## config.mk

```make
export PLATFORM = sky130hd
export DESIGN_NAME = keyed_event_throttle_table_unit
export DESIGN_NICKNAME = d
export VERILOG_FILES = /design/src/rtl/core/kett_pkg.sv /design/src/rtl/core/kett_mem.sv /design/src/rtl/core/kett_cmp.sv /design/src/rtl/core/keyed_event_throttle_table_unit.sv
export SDC_FILE = /design/constraint.sdc
export NUM_CORES = 1
export LEC_CHECK = 0
export ABC_AREA = 0
export BUFFER_PORTS_ARGS = -buffer_cell sky130_fd_sc_hd__buf_2
export CORE_MARGIN = 2
export CORE_UTILIZATION = 61
export CTS_CLUSTER_DIAMETER = 200
export DETAILED_ROUTE_END_ITERATION = 8
export GPL_ROUTABILITY_DRIVEN = 0
export PLACE_DENSITY_LB_ADDON = 0.2
export SLEW_MARGIN = 15
export SYNTH_ARGS = -nofsm -noshare
export SYNTH_HDL_FRONTEND = slang
export SYNTH_SLANG_ARGS = --single-unit
```

## constraint.sdc

```tcl
create_clock -name clk -period 7.03 [get_ports clk]
set_clock_uncertainty 0.1 [all_clocks]
set_input_delay 0.3515 -clock clk [delete_from_list [all_inputs] [get_ports clk]]
set_output_delay 0.3515 -clock clk [all_outputs]
set_load 0.03 [all_outputs]
```

## src/rtl/core/kett_pkg.sv

```systemverilog
// Types and constants for the keyed event throttle table
package kett_pkg;

    localparam int KEY_IN_W   = 16;
    localparam int LEVEL_W    = 3;
    localparam int TIME_W     = 32;
    localparam int STATUS_W   = 2;
    localparam int SLOT_OUT_W = 3;

    localparam logic [STATUS_W-1:0] STATUS_PASS      = 2'd0;
    localparam logic [STATUS_W-1:0] STATUS_LOW_LEVEL = 2'd1;
    localparam logic [STATUS_W-1:0] STATUS_THROTTLED = 2'd2;

    typedef enum logic [1:0] {
        ST_IDLE,
        ST_SCAN,
        ST_RESULT
    } kett_state_t;

    typedef struct packed {
        logic match;
        logic in_window;
    } cmp_res_t;

endpackage

```

## src/rtl/core/kett_mem.sv

```systemverilog
// Slot memory: one write port, one read port, registered read data
module kett_mem #(
    parameter int DEPTH = 8,
    parameter int WIDTH = 48,
    parameter int AW    = 3
) (
    input  logic             clk,
    input  logic             we,
    input  logic [AW-1:0]    waddr,
    input  logic [WIDTH-1:0] wdata,
    input  logic [AW-1:0]    raddr,
    output logic [WIDTH-1:0] rdata
);

    logic [WIDTH-1:0] mem [DEPTH];
    logic [WIDTH-1:0] rdata_reg;

    always_ff @(posedge clk)
    begin
        if (we)
        begin
            mem[waddr] <= wdata;
        end
    end

    always_ff @(posedge clk)
    begin
        rdata_reg <= mem[raddr];
    end

    assign rdata = rdata_reg;

endmodule

```

## src/rtl/core/kett_cmp.sv

```systemverilog
// Slot compare: key match and throttle window check for one entry
module kett_cmp #(
    parameter int KW = 16
) (
    input  logic                     entry_valid,
    input  logic [KW-1:0]            entry_key,
    input  logic [31:0]              entry_time,
    input  logic [KW-1:0]            key,
    input  logic [31:0]              now,
    input  logic [31:0]              interval,
    output kett_pkg::cmp_res_t       res
);

    import kett_pkg::*;

    logic [TIME_W-1:0] elapsed;

    // elapsed time wraps modulo 2^32
    assign elapsed       = now - entry_time;
    assign res.match     = entry_valid && (entry_key == key);
    assign res.in_window = elapsed < interval;

endmodule

```

## src/rtl/core/keyed_event_throttle_table_unit.sv

```systemverilog
// Per-key event rate limiter: top level with scan controller and result register
// Each accepted request yields one result. A request below min_level goes straight from
// accept to result. Otherwise the slot memory is read one entry per cycle from
// slot 0 until the key matches or all SLOTS entries are seen; the result state then
// decides and, for a passed request, writes back; only then can the next request be taken.
// The slot memory has a single read port, so entries are read one at a time. The
// result waits in an output register, so a stalled result blocks the block only once
// the next result is ready. Valid bits clear at reset; no clearing pass is needed.
module keyed_event_throttle_table_unit #(
    parameter int SLOTS    = 8,
    parameter int KEY_BITS = 16
) (
    input  logic                               clk,
    input  logic                               rst_n,
    input  logic                               cfg_wr_en,
    input  logic [2:0]                         cfg_wr_data,
    input  logic                               evt_valid,
    output logic                               evt_stall,
    input  logic [kett_pkg::KEY_IN_W-1:0]      key_id,
    input  logic [kett_pkg::LEVEL_W-1:0]       level,
    input  logic [kett_pkg::TIME_W-1:0]        min_interval,
    input  logic [kett_pkg::TIME_W-1:0]        now_ms,
    output logic                               res_valid,
    input  logic                               res_stall,
    output logic [kett_pkg::STATUS_W-1:0]      status,
    output logic [kett_pkg::SLOT_OUT_W-1:0]    slot_index,
    output logic                               evicted
);

    import kett_pkg::*;

    localparam int KW   = (KEY_BITS < KEY_IN_W) ? KEY_BITS : KEY_IN_W;
    localparam int AW   = (SLOTS > 1) ? $clog2(SLOTS) : 1;
    localparam int MEMW = KW + TIME_W;
    localparam logic [AW-1:0] LAST_SLOT = AW'(SLOTS - 1);

    kett_state_t state_reg, state_next;

    logic [AW-1:0]       scan_addr_reg, scan_addr_next;
    logic                low_reg, low_next;
    logic                hit_reg, hit_next;
    logic                win_reg, win_next;
    logic [AW-1:0]       hit_slot_reg, hit_slot_next;
    logic                free_found_reg, free_found_next;
    logic [AW-1:0]       free_slot_reg, free_slot_next;
    logic [SLOTS-1:0]    valid_reg;
    logic [LEVEL_W-1:0]  min_level_reg;

    logic [KW-1:0]       key_reg;
    logic [TIME_W-1:0]   now_reg;
    logic [TIME_W-1:0]   interval_reg;

    logic                res_valid_reg, res_valid_next;
    logic [STATUS_W-1:0] status_reg, status_next;
    logic [SLOT_OUT_W-1:0] slot_reg, slot_next;
    logic                evicted_reg, evicted_next;

    logic                evt_accept;
    logic                out_free;
    logic                res_load;
    logic                scan_last;
    logic [AW-1:0]       rd_addr;
    logic                mem_we;
    logic [AW-1:0]       pass_slot;
    logic [MEMW-1:0]     rd_data;
    cmp_res_t            cmp_res;

    assign evt_stall  = (state_reg != ST_IDLE);
    assign evt_accept = evt_valid && !evt_stall;
    assign out_free   = !res_valid_reg || !res_stall;
    assign scan_last  = (scan_addr_reg == LAST_SLOT);

    // read one slot ahead so the data for scan_addr_reg is ready in each scan cycle
    assign rd_addr = (state_reg == ST_SCAN && !scan_last) ? scan_addr_reg + AW'(1) : '0;

    assign pass_slot = hit_reg ? hit_slot_reg : (free_found_reg ? free_slot_reg : '0);

    kett_mem #(
        .DEPTH (SLOTS),
        .WIDTH (MEMW),
        .AW    (AW)
    ) u_mem (
        .clk   (clk),
        .we    (mem_we),
        .waddr (pass_slot),
        .wdata ({key_reg, now_reg}),
        .raddr (rd_addr),
        .rdata (rd_data)
    );

    kett_cmp #(
        .KW (KW)
    ) u_cmp (
        .entry_valid (valid_reg[scan_addr_reg]),
        .entry_key   (rd_data[MEMW-1:TIME_W]),
        .entry_time  (rd_data[TIME_W-1:0]),
        .key         (key_reg),
        .now         (now_reg),
        .interval    (interval_reg),
        .res         (cmp_res)
    );

    always_comb
    begin
        state_next      = state_reg;
        scan_addr_next  = scan_addr_reg;
        low_next        = low_reg;
        hit_next        = hit_reg;
        win_next        = win_reg;
        hit_slot_next   = hit_slot_reg;
        free_found_next = free_found_reg;
        free_slot_next  = free_slot_reg;
        res_load        = 1'b0;
        mem_we          = 1'b0;
        status_next     = STATUS_PASS;
        slot_next       = SLOT_OUT_W'(pass_slot);
        evicted_next    = 1'b0;

        case (state_reg)
            ST_IDLE:
            begin
                if (evt_accept)
                begin
                    scan_addr_next  = '0;
                    hit_next        = 1'b0;
                    win_next        = 1'b0;
                    free_found_next = 1'b0;
                    low_next        = (level < min_level_reg);
                    state_next      = (level < min_level_reg) ? ST_RESULT : ST_SCAN;
                end
            end

            ST_SCAN:
            begin
                if (cmp_res.match)
                begin
                    hit_next      = 1'b1;
                    hit_slot_next = scan_addr_reg;
                    win_next      = cmp_res.in_window;
                    state_next    = ST_RESULT;
                end
                else
                begin
                    // note the lowest free slot on the way
                    if (!valid_reg[scan_addr_reg] && !free_found_reg)
                    begin
                        free_found_next = 1'b1;
                        free_slot_next  = scan_addr_reg;
                    end
                    if (scan_last)
                    begin
                        state_next = ST_RESULT;
                    end
                    else
                    begin
                        scan_addr_next = scan_addr_reg + AW'(1);
                    end
                end
            end

            ST_RESULT:
            begin
                if (low_reg)
                begin
                    status_next = STATUS_LOW_LEVEL;
                    slot_next   = '0;
                end
                else if (hit_reg && win_reg)
                begin
                    status_next = STATUS_THROTTLED;
                end
                else
                begin
                    evicted_next = !hit_reg && !free_found_reg;
                end

                if (out_free)
                begin
                    res_load   = 1'b1;
                    mem_we     = !low_reg && !(hit_reg && win_reg);
                    state_next = ST_IDLE;
                end
            end

            default:
            begin
                state_next = ST_IDLE;
            end
        endcase
    end

    always_comb
    begin
        res_valid_next = res_valid_reg;
        if (res_load)
        begin
            res_valid_next = 1'b1;
        end
        else if (!res_stall)
        begin
            res_valid_next = 1'b0;
        end
    end

    always_ff @(posedge clk or negedge rst_n)
    begin
        if (!rst_n)
        begin
            state_reg      <= ST_IDLE;
            scan_addr_reg  <= '0;
            low_reg        <= 1'b0;
            hit_reg        <= 1'b0;
            win_reg        <= 1'b0;
            hit_slot_reg   <= '0;
            free_found_reg <= 1'b0;
            free_slot_reg  <= '0;
            valid_reg      <= '0;
            min_level_reg  <= '0;
            res_valid_reg  <= 1'b0;
        end
        else
        begin
            state_reg      <= state_next;
            scan_addr_reg  <= scan_addr_next;
            low_reg        <= low_next;
            hit_reg        <= hit_next;
            win_reg        <= win_next;
            hit_slot_reg   <= hit_slot_next;
            free_found_reg <= free_found_next;
            free_slot_reg  <= free_slot_next;
            res_valid_reg  <= res_valid_next;
            if (mem_we)
            begin
                valid_reg[pass_slot] <= 1'b1;
            end
            if (cfg_wr_en)
            begin
                min_level_reg <= cfg_wr_data;
            end
        end
    end

    // request payload, held for the whole scan
    always_ff @(posedge clk)
    begin
        if (evt_accept)
        begin
            key_reg      <= key_id[KW-1:0];
            now_reg      <= now_ms;
            interval_reg <= min_interval;
        end
    end

    always_ff @(posedge clk)
    begin
        if (res_load)
        begin
            status_reg  <= status_next;
            slot_reg    <= slot_next;
            evicted_reg <= evicted_next;
        end
    end

    assign res_valid  = res_valid_reg;
    assign status     = status_reg;
    assign slot_index = slot_reg;
    assign evicted    = evicted_reg;

endmodule

```

==> results.cfg, run 1 <==
[run_status]
status = complete, no violations

[synthesis]
synth-seq-cells = 545
synth_seq_area_share_pct = 69.5
synth_nets = 1689
synth_ff_type = edfxtp_1
syn_avg_cell_area_sq_um = 14.8
synth.distinct_cells = 63
yosys_warnings = 0
synth_edf_count = 470
syn_area_sq_um = 22700
synthArstFlopShare_pct = 4.95
postSynthCellCount = 1531

[final_layout]
final_nets = 1889
nFillCells = 2348
largest_reg_flops = 384
drive_above_1_share_pct = 16.2
fin_cells = 2243
diodes = 0
area_delta_synth_final_pct = 16.1

[drt]
drt-initial-drc-count = 1178
drc_errors = 0
m1WireLength_mm = 21.3
vias = 13433
dr.pass1.iters = 5
wl_met3_mm = 2.79
post_drt_wl_per_cell_microns = 21.8
wl_met2_mm = 23.7
highest_layer = met4
avgViaCountPerCell = 5.99
drt-total-wl_mm = 48.9
ant_nets = 0

[run]
drv_cap = 0

[clocking]
clockBufferDepth = 3
post_cts_buffers = 0
clock-sinks = 545
post_cts_resize_count = 0
h-tree-depth = 2
numCtsBuffers = 54
cts_tree = done
clk_latency_ns = 0.60
cts.reportedPaths.clkPinSlew_ns = 0.06
root_buffer = clkbuf_16

[timing]
hold_viol = 0
setup_tns_ns = 0
rsz0062_at_grt = false
maxSlewViolCount = 0
min_period_over_period_pct = 62.5
relSlewSlack_pct = 35.3
finalSetupViolations = 0
finalCriticalPeriod_ns = 4.39
layout_setup_ws_ns = 2.64
max_freq_ghz = 0.228
worst_pin_slew_ns = 0.962

[die]
initial_core_util_pct = 61.9
num_io_pins = 99
core_sq_um = 36600
fp.dieH_microns = 197
core.rowCount = 70
dieArea_sq_um = 38700
fp.dieW_microns = 197

[place]
dp.final_hpwl_mm = 26.2
port_buffers = 98
dp.cells = 2052
pre_cts_slack_ns = 2.69

[grt]
grt_overflow = 0
grt_pass1_vias = 13720
antenna_found_initial = 0
grt_pass1_wl_mm = 75.9
track_usage_pct = 26.0
grt_max_degree = 77

[setup_path]
cp-end-kind = register
required_ns = 7.44
path_cells = inv_1, ha_1, inv_1, fa_1, a21oi_1, o211ai_1, o211ai_2, a21boi_2, o311ai_4, o211ai_1, xor2_1, ha_1, a21o_1, a21o_1, a211o_1, nor4_1, nand2b_1, o211ai_1
crit_top_cell = o211ai_1
worstSetupPathType = reg2reg
critPathArrivalTime_ns = 4.80
cp-start-kind = register
slowest_delay_ns = 0.51
cp_max_fo = 9
cp_slowest_cell = edfxtp_1
r2r_cells = 18

[worst_hold_path]
hold_depth = 4
hold_path_class = in2reg

[pwr]
leakage_nw = 9.66
power_density_nw_per_um2 = 402
fin_total_pwr_w = 0.0106
peakVddDrop_v = 0.000296
worst max-delay path: cells and delay by family (launching register included):
kind                       cells  cell delay (ns)
xor gates and xnor gates       1             0.17
adders and majority gates      3             0.78
and+or+nand+nor                2             0.38
DFF                            1             0.51
buffers and inverters          2             0.18
AOI/OAI and AO/OA             10             2.19
layer usage:
metal	track usage (%)	vias to the layer above
li1	-	6190
met1	36.6	6736
met2	42.8	430
met3	3.51	77
met4	8.16	0
met5	0	-
cells by family after synthesis:
logic type	share of synthesized area, %
compound gates	8.22
simple gates	5.99
buf+inv	3.26
mux	7.63
flops	69.5
fa+ha+maj	3.73
xor+xnor	1.66
timing repair:
action | in CTS | in global routing
hold buffers | 90 | 0
endpoints found under the hold margin | 112 | 0
setup endpoints to repair | 0 | 0
synthesized netlist by cell type (2+ instances only):
cell	n	area [sq um]
edfxtp_1	470	14100
nand2_1	139	522
inv_1	126	473
a21oi_1	87	435
o21ai_0	70	350
ha_1	66	826
nor3_1	54	270
mux4_2	51	1150
mux2i_1	49	490
o221ai_1	49	429
dfxtp_1	48	961
nor2_1	40	150
clkbuf_1	36	135
xnor2_1	31	272
dfrtp_1	27	676
a21o_1	16	120
nand4_1	12	75.1
xor2_1	12	105
buf_1	10	37.5
buf_2	10	50.1
or2_2	9	56.3
mux2_2	8	90.1
nand2b_1	8	50.1
nand3_1	7	35.0
o211ai_1	6	45.0
o21bai_1	6	45.0
buf_4	5	37.5
nor2b_1	5	31.3
nor3b_1	5	37.5
nor4_1	5	31.3
o21a_1	5	37.5
a211oi_1	4	30.0
a31oi_1	4	25.0
and2_1	4	25.0
and3_1	4	25.0
a21boi_0	3	22.5
a22o_1	3	26.3
a22oi_1	3	22.5
o21ai_1	3	15.0
or3_1	3	18.8
a2111oi_0	2	17.5
a221o_1	2	20.0
and4_1	2	17.5
o2111ai_1	2	17.5
o41ai_2	2	32.5
area by class of cell:
cell class / instances / area (sq um) / area share (%)
clock buffers: 77 / 1480 / 5.62
clock inverters: 23 / 233 / 0.885
inverters: 126 / 475 / 1.81
multi-input cells: 798 / 6230 / 23.7
flip-flops and latches: 545 / 15800 / 59.9
well taps: 468 / 586 / 2.23
repair buffers: 206 / 1550 / 5.90
path summary, 6_finish.rpt:
path | startpoint | end | slack [ns]
setup reg to reg | now_reg[0] | win_reg | 2.64
min in group asynchronous | rst_n | min_level_reg[0] | 0.21
max in group asynchronous | rst_n | scan_addr_reg[0] | 6.16
setup / recovery | now_reg[0] | win_reg | 2.64
hold / removal | evt_valid | state_reg[1] | 0.05
hold reg to reg | valid_reg[6] | valid_reg[6] | 0.36
power by group:
part	switching, W	leakage (nW)	internal, W	total [W]
sequential	0.000303	5.02	0.00405	0.00436
combinational	0.00203	3.81	0.00142	0.00345
clock	0.00118	0.831	0.00158	0.00276
stage by stage:
stage / hold slack (ns) / cell area (sq um) / utilization (%)
2_1_floorplan: -0.0441 / 22700 / -
5_1_grt: 0.0562 / 26300 / 71.9
6_report: 0.0468 / 26300 / 71.9
3_5_place_dp: 0.295 / 23700 / 64.7
3_3_place_gp: 0.289 / 23700 / 64.7
4_1_cts: 0.0163 / 26300 / 71.8
layout by cell type, fill, tap and decap left out, types with 19 or more instances in the layout:
cell type        n
dfrtp_1         26
clkbuf_16       54
o221ai_1        49
dlygate4sd3_1   90
o21ai_0         70
nor2_1          37
clkbuf_1        19
dfxtp_1         48
edfxtp_1       470
buf_2           98
mux2i_1         49
a21oi_1         87
mux4_2          51
nor3_1          52
nand2_1        137
inv_1          125
ha_1            66
xnor2_1         31
Note: power is estimated with default switching activity, not from simulation.
==> run 2: changes to the inputs <==
- CORE_UTILIZATION: 61 -> 55
- clock period: 7.03 -> 3.7 ns (I/O delays scaled with it)
==> run 2 against run 1 <==
Against the previous run: the flow now finishes with violations (setup timing); largest power group unchanged; global-route usage decreased by 2.0 points; worst setup slack worse by 2.9 ns; non-clock buffer count grew 96; flip-flop and latch count did not move.
==> results.cfg, run 2 (same netlist as run 1, synthesis figures left out) <==
[run_status]
status = finished, violations left
violations = setup timing

[place]
dp.final_hpwl_mm = 27.8
pre_cts_slack_ns = -0.473
placed_area_sq_um = 24600
dp.cells = 2204
port_buffers = 98

[drt]
drc_errors = 0
drt-initial-drc-count = 1092
ant_nets = 0
avgViaCountPerCell = 5.64
post_drt_wl_per_cell_microns = 21.0
drt-total-wl_mm = 50.4
dr.pass1.iters = 5
vias = 13557

[die]
core.rowCount = 74
core_sq_um = 40700
fp.dieH_microns = 207
fp.dieW_microns = 207
dieArea_sq_um = 42800
num_io_pins = 99
initial_core_util_pct = 55.6

[setup_path]
required_ns = 4.11
cp-end-kind = register
cp_max_fo = 3
r2r_cells = 15
critPathArrivalTime_ns = 4.39
worstSetupPathType = reg2reg
timing.critical_path.from = now_reg[10]
worstReg2RegStart = now_reg[10]
cp-start-kind = register

[pwr]
power_density_nw_per_um2 = 768
leakage_nw = 10.2
peakVddDrop_v = 0.000506
fin_total_pwr_w = 0.0210

[grt]
track_usage_pct = 24.0
antenna_found_initial = 0
grt_pass1_vias = 13559
grt_max_degree = 154
grt_pass1_wl_mm = 76.8
grt_overflow = 0

[clocking]
cts.reportedPaths.clkPinSlew_ns = 0.06
cts_tree = done
h-tree-depth = 2
clock-sinks = 545
numCtsBuffers = 55
clk_latency_ns = 0.62
clockBufferDepth = 3
root_buffer = clkbuf_16

[final_layout]
layout_common_cells = edfxtp_1, nand2_1, inv_1, buf_2, buf_4
postLayoutCellArea_sq_um = 27300
final_nets = 1986
diodes = 0
mostFrequentLayoutCell = edfxtp_1
largest_reg_flops = 384
area_delta_synth_final_pct = 20.6
fin_cells = 2405
drive_above_1_share_pct = 20.4

[timing]
worst_pin_slew_ns = 0.874
relSlewSlack_pct = 41.8
rsz0062_at_grt = true
finalCriticalPeriod_ns = 3.98
min_period_over_period_pct = 108
hold_viol = 0
maxSlewViolCount = 0
finalSetupViolations = 1
max_freq_ghz = 0.251
layout_setup_ws_ns = -0.279

[run]
drv_cap = 0

[worst_hold_path]
hold_path_class = in2async
[run 2: changes by cell type in the layout (fill, tap and decap cells not counted), moves of 3 or more]
cell | before | now
clkinv_4 | 3 | 0
buf_4 | 16 | 97
buf_12 | 2 | 15
clkbuf_1 | 19 | 22
o21ai_0 | 70 | 67
clkinv_1 | 2 | 7
[run 2: power by group]
| group | internal (W) | leakage, nW | switching (W) |
|---|---|---|---|
| clock | 0.00290 | 0.818 | 0.00229 |
| sequential | 0.00769 | 5.02 | 0.000401 |
| combinational | 0.00338 | 4.31 | 0.00432 |
| total | 0.0140 | 10.2 | 0.00701 |
[run 2: critical path, cell delays in order (launching register included)]
cell      delay (ns)
edfxtp_1        0.43
ha_1            0.33
a21oi_1         0.25
nor2_1          0.11
a221oi_1        0.41
o211ai_1        0.18
and2_1          0.25
a311oi_2        0.27
xnor2_1         0.17
ha_1            0.28
a21o_1          0.16
a21o_1          0.17
a211o_1         0.30
nor4_2          0.20
nand2b_1        0.08
o211ai_1        0.16
[run 2: worst paths after layout]
check / end / slack (ns)
worst max register to register: win_reg / -0.28
worst min-delay path: min_level_reg[1] / 0.02
worst max-delay path: win_reg / -0.28
min in group clk: low_reg / 0.07
worst min register to register: valid_reg[6] / 0.37
max in group asynchronous: scan_addr_reg[0] / 3.00
[run 2: per-stage QoR]
| step | setup TNS, ns | hold slack, ns | utilization, % |
|---|---|---|---|
| after global routing | -0.497 | 0.0728 | 67.1 |
| after CTS | -0.256 | 0.00535 | 67.0 |
| after global placement | -0.250 | 0.127 | 60.4 |
| final | -0.279 | 0.0225 | 67.1 |
| after detailed placement | -0.473 | 0.139 | 60.4 |
| after floorplan | -425.19 | -0.211 | - |
[run 2: timing repair]
action                                  CTS  global route
buffers inserted                          5             2
cloned                                    0             0
hold buffers                             92             0
endpoints found under the setup margin    1             1
hold endpoints to repair                122             0
pin swaps                                 7             8
gates resized for setup                  10             2
[run 2: layout make-up]
| type | count | area [sq um] |
|---|---|---|
| fillers | 2839 | 13400 |
| clock buffers | 80 | 1500 |
| clock inverters | 22 | 184 |
| well taps | 532 | 666 |
| repair buffers | 302 | 2440 |
| multi-input cells | 798 | 6300 |
| inverters | 126 | 475 |
| flip-flops and latches | 545 | 15800 |
[run 2: per-layer routing]
metal,track usage [%],routed length (microns),up-vias
met5,0,0,-
met4,7.14,1080,0
met3,3.14,2650,69
met2,39.7,24600,363
met1,33.7,22100,6731
li1,-,-,6394
